File: config.mk
export PLATFORM = sky130hd
export DESIGN_NAME = q2e_sqrt_cell
export DESIGN_NICKNAME = d
export VERILOG_FILES = /design/src/rtl/core/quaternion_to_euler_angles_assert.svh /design/src/rtl/core/q2e_pkg.sv /design/src/rtl/core/q2e_sqrt_cell.sv
export SDC_FILE = /design/constraint.sdc
export NUM_CORES = 1
export LEC_CHECK = 0
export BUFFER_PORTS_ARGS = -buffer_cell sky130_fd_sc_hd__buf_2
export CORE_MARGIN = 2
export CORE_UTILIZATION = 50
export CTS_BUF_LIST = sky130_fd_sc_hd__clkbuf_4 sky130_fd_sc_hd__clkbuf_8 sky130_fd_sc_hd__clkbuf_16
export DETAILED_ROUTE_END_ITERATION = 8
export PLACE_DENSITY = 0.75
export SYNTH_ARGS = -nofsm -noshare
export SYNTH_HDL_FRONTEND = slang
export SYNTH_SLANG_ARGS = --single-unit
File: constraint.sdc
create_clock -name clock -period 10.07 [get_ports clock]
set_input_delay 1.007 -clock clock [delete_from_list [all_inputs] [get_ports clock]]
set_output_delay 1.007 -clock clock [all_outputs]
set_load 0.02 [all_outputs]
File: src/rtl/core/quaternion_to_euler_angles_assert.svh
`ifndef QUATERNION_TO_EULER_ANGLES_ASSERT_SVH
`define QUATERNION_TO_EULER_ANGLES_ASSERT_SVH

// condition implies consequence in the same cycle
`define Q2E_ASSERT_NOW(label, cond, cons) \
   label: assert property (@(posedge clock) disable iff (reset) (cond) |-> (cons)) \
      else $error("q2e assertion failed");

// condition implies consequence in the next cycle
`define Q2E_ASSERT_NEXT(label, cond, cons) \
   label: assert property (@(posedge clock) disable iff (reset) (cond) |=> (cons)) \
      else $error("q2e assertion failed");

`endif

File: src/rtl/core/q2e_pkg.sv
package q2e_pkg;

   localparam int IN_W         = 16;
   localparam int PROD_W       = 2 * IN_W;
   localparam int OP_W         = PROD_W + 2;
   localparam int S_W          = 30;
   localparam int SQ_W         = 58;
   localparam int ROOT_W       = 29;
   localparam int SQRT_STEPS   = 29;
   localparam int CORDIC_STEPS = 18;
   localparam int LANE_W       = 37;
   localparam int Z_W          = 26;
   localparam int RND_W        = Z_W - 8;
   localparam int ANG_W        = 16;
   localparam int PITCH_W      = 15;
   localparam int LANE_LAT     = CORDIC_STEPS + 1;
   localparam int PITCH_DELAY  = 1 + SQRT_STEPS;
   localparam int VLD_N        = 4 + SQRT_STEPS + LANE_LAT;
   localparam int ANG_LIM      = 23040;
   localparam int PITCH_LIM    = 11520;

   typedef logic signed [PROD_W-1:0] prod_type;
   typedef logic signed [OP_W-1:0]   op_type;
   typedef logic signed [S_W-1:0]    s_type;
   typedef logic        [SQ_W-1:0]   sq_type;
   typedef logic signed [LANE_W-1:0] lane_type;
   typedef logic signed [Z_W-1:0]    z_type;
   typedef logic signed [RND_W-1:0]  rnd_type;

   localparam op_type ONE_Q28   = op_type'(1) <<< 28;
   localparam sq_type ONE_Q56   = sq_type'(1) << 56;
   localparam z_type  DEG90_U16 = z_type'(90 * 65536);

   // atan(2^-i) in degrees times 2^16
   function automatic z_type atan_entry(input int step);
      z_type v;
      case (step)
         0:       v = z_type'(2949120);
         1:       v = z_type'(1740967);
         2:       v = z_type'(919879);
         3:       v = z_type'(466945);
         4:       v = z_type'(234379);
         5:       v = z_type'(117304);
         6:       v = z_type'(58666);
         7:       v = z_type'(29335);
         8:       v = z_type'(14668);
         9:       v = z_type'(7334);
         10:      v = z_type'(3667);
         11:      v = z_type'(1833);
         12:      v = z_type'(917);
         13:      v = z_type'(458);
         14:      v = z_type'(229);
         15:      v = z_type'(115);
         16:      v = z_type'(57);
         17:      v = z_type'(29);
         default: v = '0;
      endcase
      return v;
   endfunction

   // round to degrees*128, halves upward, then clamp
   function automatic rnd_type round_angle(input z_type z, input int lim);
      logic signed [Z_W:0] t;
      rnd_type r;
      rnd_type l;
      t = (Z_W+1)'(z) + (Z_W+1)'(256);
      r = RND_W'(t >>> 9);
      l = RND_W'(lim);
      if (r > l) begin
         r = l;
      end else if (r < -l) begin
         r = -l;
      end
      return r;
   endfunction

endpackage

File: src/rtl/core/q2e_sqrt_cell.sv
module q2e_sqrt_cell
   import q2e_pkg::*;
#(
   parameter int BIT_POS = 0
) (
   input  logic   clock,
   input  logic   enable,
   input  sq_type rem_prev,
   input  sq_type root_prev,
   output sq_type rem_out,
   output sq_type root_out
);

   localparam sq_type BIT_VAL = sq_type'(1) << BIT_POS;

   sq_type rem_ff, rem_in;
   sq_type root_ff, root_in;
   sq_type trial;

   always_comb begin
      trial = root_prev + BIT_VAL;
      if (rem_prev >= trial) begin
         rem_in  = rem_prev - trial;
         root_in = (root_prev >> 1) + BIT_VAL;
      end else begin
         rem_in  = rem_prev;
         root_in = root_prev >> 1;
      end
   end

   always_ff @(posedge clock) begin
      if (enable) begin
         rem_ff  <= rem_in;
         root_ff <= root_in;
      end
   end

   assign rem_out  = rem_ff;
   assign root_out = root_ff;

endmodule

==> results of run 1 <==
## layout make-up
class | count | area [um^2] | share of cell area, %
Inverter | 22 | 82.58 | 0.6908
Clock inverter | 15 | 166.4 | 1.392
Tap cell | 265 | 331.6 | 2.774
Timing Repair Buffer | 236 | 1191 | 9.964
Clock buffer | 17 | 425.4 | 3.559
Antenna cell | 7 | 17.52 | 0.1465
Multi-Input combinational cell | 940 | 6256 | 52.33
Sequential cell | 116 | 3483 | 29.14
## power by group
part           total (mW)  switching, mW  internal [mW]
Sequential          0.615         0.0151          0.600
Clock               0.623          0.272          0.351
Combinational       0.538          0.350          0.188
Total                1.78          0.637           1.14
## metal layers
layer / vias to the layer above / GRT usage (%) / wire [um]
li1: 4590 / - / -
met1: 4568 / 39.46 / 13720
met2: 496 / 50.59 / 15690
met3: 87 / 6.677 / 3140
met4: 4 / 12.33 / 1182
met5: - / 0 / 30
## per-stage QoR
step | hold WS [ns] | worst slack (ns) | cell area [um^2] | utilization (%)
global placement | 1.306 | 3.126 | 11340 | 57.72
CTS | 0.8731 | 3.524 | 11940 | 60.73
detailed placement | 1.316 | 3.110 | 11340 | 57.72
floorplan | 1.120 | 4.589 | 10080 | -
finish | 0.8752 | 3.362 | 11950 | 60.82
global route | 0.8701 | 3.028 | 11940 | 60.76
## worst max-delay path: stages
cell,delay (ns)
buf_2,0.14
ha_1,0.21
and3_1,0.22
and3_1,0.34
and2_1,0.27
inv_1,0.09
nor4_2,0.27
buf_4,0.25
and3_1,0.23
nand2_1,0.25
nor2_1,0.22
xnor2_1,0.09
ha_1,0.35
and2_1,0.21
nand3_1,0.11
nor2_1,0.23
o211ai_2,0.16
a2111oi_4,0.40
o2111ai_2,0.22
nand2_4,0.57
buf_4,0.64
nand4_1,0.23
xnor2_1,0.17
## state kept, by name (all words and copies together) (netlist names)
signal / flops
rem_out: 58
root_out: 58
## cell usage after synthesis (all sizes together) (3+ instances only)
| library cell | count | share of area (%) |
|---|---|---|
| inv | 22 | 0.82 |
| buf | 18 | 1.0 |
| clkbuf | 44 | 1.7 |
| nor3 | 32 | 1.8 |
| a21boi | 3 | 0.22 |
| nand4 | 34 | 2.1 |
| o41ai | 3 | 0.52 |
| nor4 | 14 | 1.2 |
| o21ai | 42 | 2.1 |
| or2 | 7 | 0.43 |
| xnor2 | 98 | 8.5 |
| and3 | 30 | 1.9 |
| a21o | 35 | 2.6 |
| a2111oi | 6 | 0.71 |
| nand2b | 4 | 0.25 |
| mux2 | 4 | 0.45 |
| nor2 | 104 | 3.9 |
| edfxtp | 116 | 35 |
| nand3 | 55 | 2.8 |
| nor2b | 9 | 0.56 |
| xor2 | 60 | 5.2 |
| o211ai | 7 | 0.57 |
| o21bai | 7 | 0.52 |
| a31oi | 10 | 0.62 |
| or3 | 10 | 0.62 |
| nand2 | 121 | 4.5 |
| a21oi | 92 | 4.6 |
| a211o | 8 | 0.70 |
| a211oi | 4 | 0.30 |
| and4 | 12 | 1.0 |
| and2 | 13 | 0.83 |
| o21a | 14 | 1.0 |
| o31ai | 6 | 0.45 |
| ha | 60 | 7.4 |
## logic make-up after synthesis
family	share of synthesized area, %
compound gates	17.17
xor+xnor	13.73
fa+ha+maj	7.646
buf+inv	3.513
flops	34.56
mux	0.5461
simple gates	22.84
## worst paths after layout
path                         start     endpoint  slack [ns]  cells after the start
worst min-delay path  rem_prev[55]  rem_out[55]        0.88                      3
worst max-delay path  root_prev[2]  root_out[5]        3.36                     23
==> qor.csv, run 1 <==
metric,value,unit
syn_area_per_cell,8.842,um^2
vias,9745,
powerDensity,148.6,mW/mm^2
antenna_found_initial,7,
port-buffer-count,233,
cap_violations,0,
ys.flop_type,edfxtp_1,
dp_cells,1579,
final_common_cell,buf_2,
finalMaxSlewViolations,0,
drc,0,
cts_tree,built,
cp_max_fo,62,
grt_max_degree,66,
grt_util_all_layers,30.73,%
gr-total-overflow,0,
period_share,66.61,%
htreeDepth,4,
die_y,146.0,um
numCtsBuffers,17,
setup_tns,0,ns
yosysUniqueCellTypes,75,
slew_headroom,44.80,%
gp_congestion,0.9794,
core-area,0.01965,mm^2
routed_wl,33760,um
clock-root-buffer,clkbuf_16,
clock.fmax,149.1,MHz
crit_type,input port to flip-flop,
hpwl,26320,um
synth_nets,1319,
rsz0062_at_grt,false,
stdcell_count,1618,
p_leak,4.838,nW
yosysSeqAreaShare,34.56,%
final_net_count,1512,
status,"complete, no violations",
ir_drop,0.0001209,V
start_kind,input port,
syn_area,0.01008,mm^2
worst_pin_slew,0.8280,ns
syn_inst,1140,
hold_violations,0,
async_flop_share,0,%
drive_gt1_share,22.44,%
cp_data_required_time,10.25,ns
vias_per_cell,6.023,
hp-class,input port to flip-flop,
hold_buffers,0,
ys_ff_latch,116,
post-route-min-period,6.708,ns
die_w,146.0,um
ys_warn_count,0,
first_pass_iters,5,
cp.arrival,6.89,ns
power.total,1.776,mW
initial_utilization,51.29,%
cts-resized-gates,0,
post-cts-setup-buffers,0,
drtIter0Drc,803,
final_cell_mix,"232 x buf_2, 120 x nand2_1, 116 x edfxtp_1",
syn_to_final_growth,18.60,%
wl_per_cell,20.87,um
grt_pass1_vias,9215,
num_rows,51,
ant_nets,0,
io_pins,234,
cts_max_path_buffers,2,
cts.sinks,116,
die_area,0.02131,mm^2
synth_edf_count,116,
grt_pass1_wl,51290,um
crit_path_end_kind,flip-flop,
clkTransAtPathRegs,0.06,ns
fill_cells,1771,
setup_viol,0,
Note: power is estimated with default switching activity, not from simulation.
==> run 2, diff against run 1 <==
--- a/config.mk
+++ b/config.mk
@@ -10,7 +10,7 @@
 export CORE_UTILIZATION = 50
 export CTS_BUF_LIST = sky130_fd_sc_hd__clkbuf_4 sky130_fd_sc_hd__clkbuf_8 sky130_fd_sc_hd__clkbuf_16
 export DETAILED_ROUTE_END_ITERATION = 8
-export PLACE_DENSITY = 0.75
+export PLACE_DENSITY = 0.78
 export SYNTH_ARGS = -nofsm -noshare
 export SYNTH_HDL_FRONTEND = slang
 export SYNTH_SLANG_ARGS = --single-unit
==> constraint.sdc (replaced) <==
create_clock -name clock -period 5.65 [get_ports clock]
set_input_delay 0.565 -clock clock [delete_from_list [all_inputs] [get_ports clock]]
set_output_delay 0.565 -clock clock [all_outputs]
set_load 0.02 [all_outputs]
==> qor.csv, run 2 (synthesis results as in run 1) <==
metric,value,unit
path_delay_family,simple AND/OR/NAND/NOR gates,
cts-resized-gates,0,
initial_utilization,51.29,%
ir_drop,0.0002222,V
powerDensity,259.5,mW/mm^2
port-buffer-count,233,
final_cell_mix,"232 x buf_2, 120 x nand2_1, 116 x edfxtp_1",
drc,0,
worst_pin_slew,0.9763,ns
p_leak,5.098,nW
holdPathStages,3,
final_common_cell,buf_2,
io_pins,234,
slew_headroom,34.91,%
wl_per_cell,20.78,um
crit_path_cell_trace,buf_2 -> and3_1 -> nand4_1 -> nor3_1 -> nand3_1 -> or3_1 -> or3_1 -> nor2_1 -> xnor2_1 -> ha_1 -> a21o_1 -> a21o_1 -> a21o_1 -> a21o_1 -> a211oi_1 -> o21a_1 -> and2_4 -> buf_12 -> o21ai_0 -> or3_1,
die_area,0.02131,mm^2
hold_buffers,0,
placed_area,0.01178,mm^2
rsz0062_at_grt,false,
setup_viol,0,
slowest_stage,or3_1,
cts_max_path_buffers,2,
cts_tree,built,
hold_violations,0,
clock-root-buffer,clkbuf_16,
syn_to_final_growth,22.73,%
num_rows,51,
hp-class,input port to flip-flop,
status,"complete, no violations",
vias,9948,
cp_max_fo,22,
min_to,rem_out[4],
drtIter0Drc,817,
numCtsBuffers,17,
vias_per_cell,5.986,
grt_util_all_layers,31.81,%
cp_data_required_time,5.83,ns
crit_type,input port to flip-flop,
grt_max_degree,76,
finalMaxSlewViolations,0,
cts.sinks,116,
post-route-min-period,5.226,ns
hpwl,27340,um
crit_start,root_prev[29],
gr-total-overflow,0,
gp_congestion,0.9463,
die_w,146.0,um
max_stage_delay,0.48,ns
hp-start,rem_prev[4],
cp.arrival,5.41,ns
final_net_count,1560,
path_common_cell,a21o_1,
core-area,0.01965,mm^2
clkTransAtPathRegs,0.06,ns
period_share,92.50,%
start_kind,input port,
setup_tns,0,ns
die_y,146.0,um
design_area,0.01237,mm^2
grt_pass1_wl,52850,um
hold_ws,0.4278,ns
first_pass_iters,8,
cap_violations,0,
ant_nets,0,
clock.fmax,191.3,MHz
grt_pass1_vias,9816,
routed_wl,34540,um
htreeDepth,4,
post-cts-setup-buffers,0,
drive_gt1_share,25.11,%
worst-path-buf-inv,2,
crit_path_end_kind,flip-flop,
antenna_found_initial,5,
[run 2: cell count changes in the layout (fill, tap and decap cells not counted)]
cell and delta:
clkinv_8 -1, buf_12 +6, buf_4 +42, clkinvlp_4 -1, diode_2 -4, inv_8 -1, inv_6 +3
[run 2: metrics by stage]
stage / power, mW / instances / setup slack, ns / utilization (%)
after floorplan: 1.747 / 1140 / 0.6111 / -
after global placement: 2.097 / 1627 / -0.01735 / 59.94
after detailed placement: 2.101 / 1627 / 0.05589 / 59.94
after CTS: 3.200 / 1659 / 0.4593 / 62.90
after global routing: 3.343 / 1660 / 0.05917 / 62.92
final: 3.210 / 1662 / 0.4235 / 62.94
[run 2: power breakdown]
part	switching [mW]	internal [mW]	leakage, nW
clock network	0.484	0.624	0.282
registers	0.0263	1.07	1.14
logic	0.634	0.373	3.68
[run 2: worst max path at each step]
stage / depth (start not counted) / to / slack, ns
2_1_floorplan: 22 / rem_out[50] / 0.61
3_3_place_gp: 20 / rem_out[25] / -0.02
3_5_place_dp: 20 / rem_out[25] / 0.06
4_1_cts: 20 / rem_out[25] / 0.46
5_1_grt: 20 / rem_out[50] / 0.06
6_report: 20 / rem_out[25] / 0.42
[run 2: final cells by class]
type                            count  area, um^2
Tap cell                          265       331.6
Timing Repair Buffer              284        1627
Inverter                           22       82.58
Fill cell                        1718        7283
Antenna cell                        3       7.507
Clock inverter                     15       157.7
Clock buffer                       17       425.4
Multi-Input combinational cell    940        6256
Sequential cell                   116        3483
[run 2: per-layer routing]
layer / wire (um) / vias up / global-route usage, %
li1: - / 4684 / -
met1: 13620 / 4649 / 39.09
met2: 16190 / 512 / 52.76
met3: 3140 / 99 / 7.868
met4: 1556 / 4 / 14.76
met5: 29 / - / 0
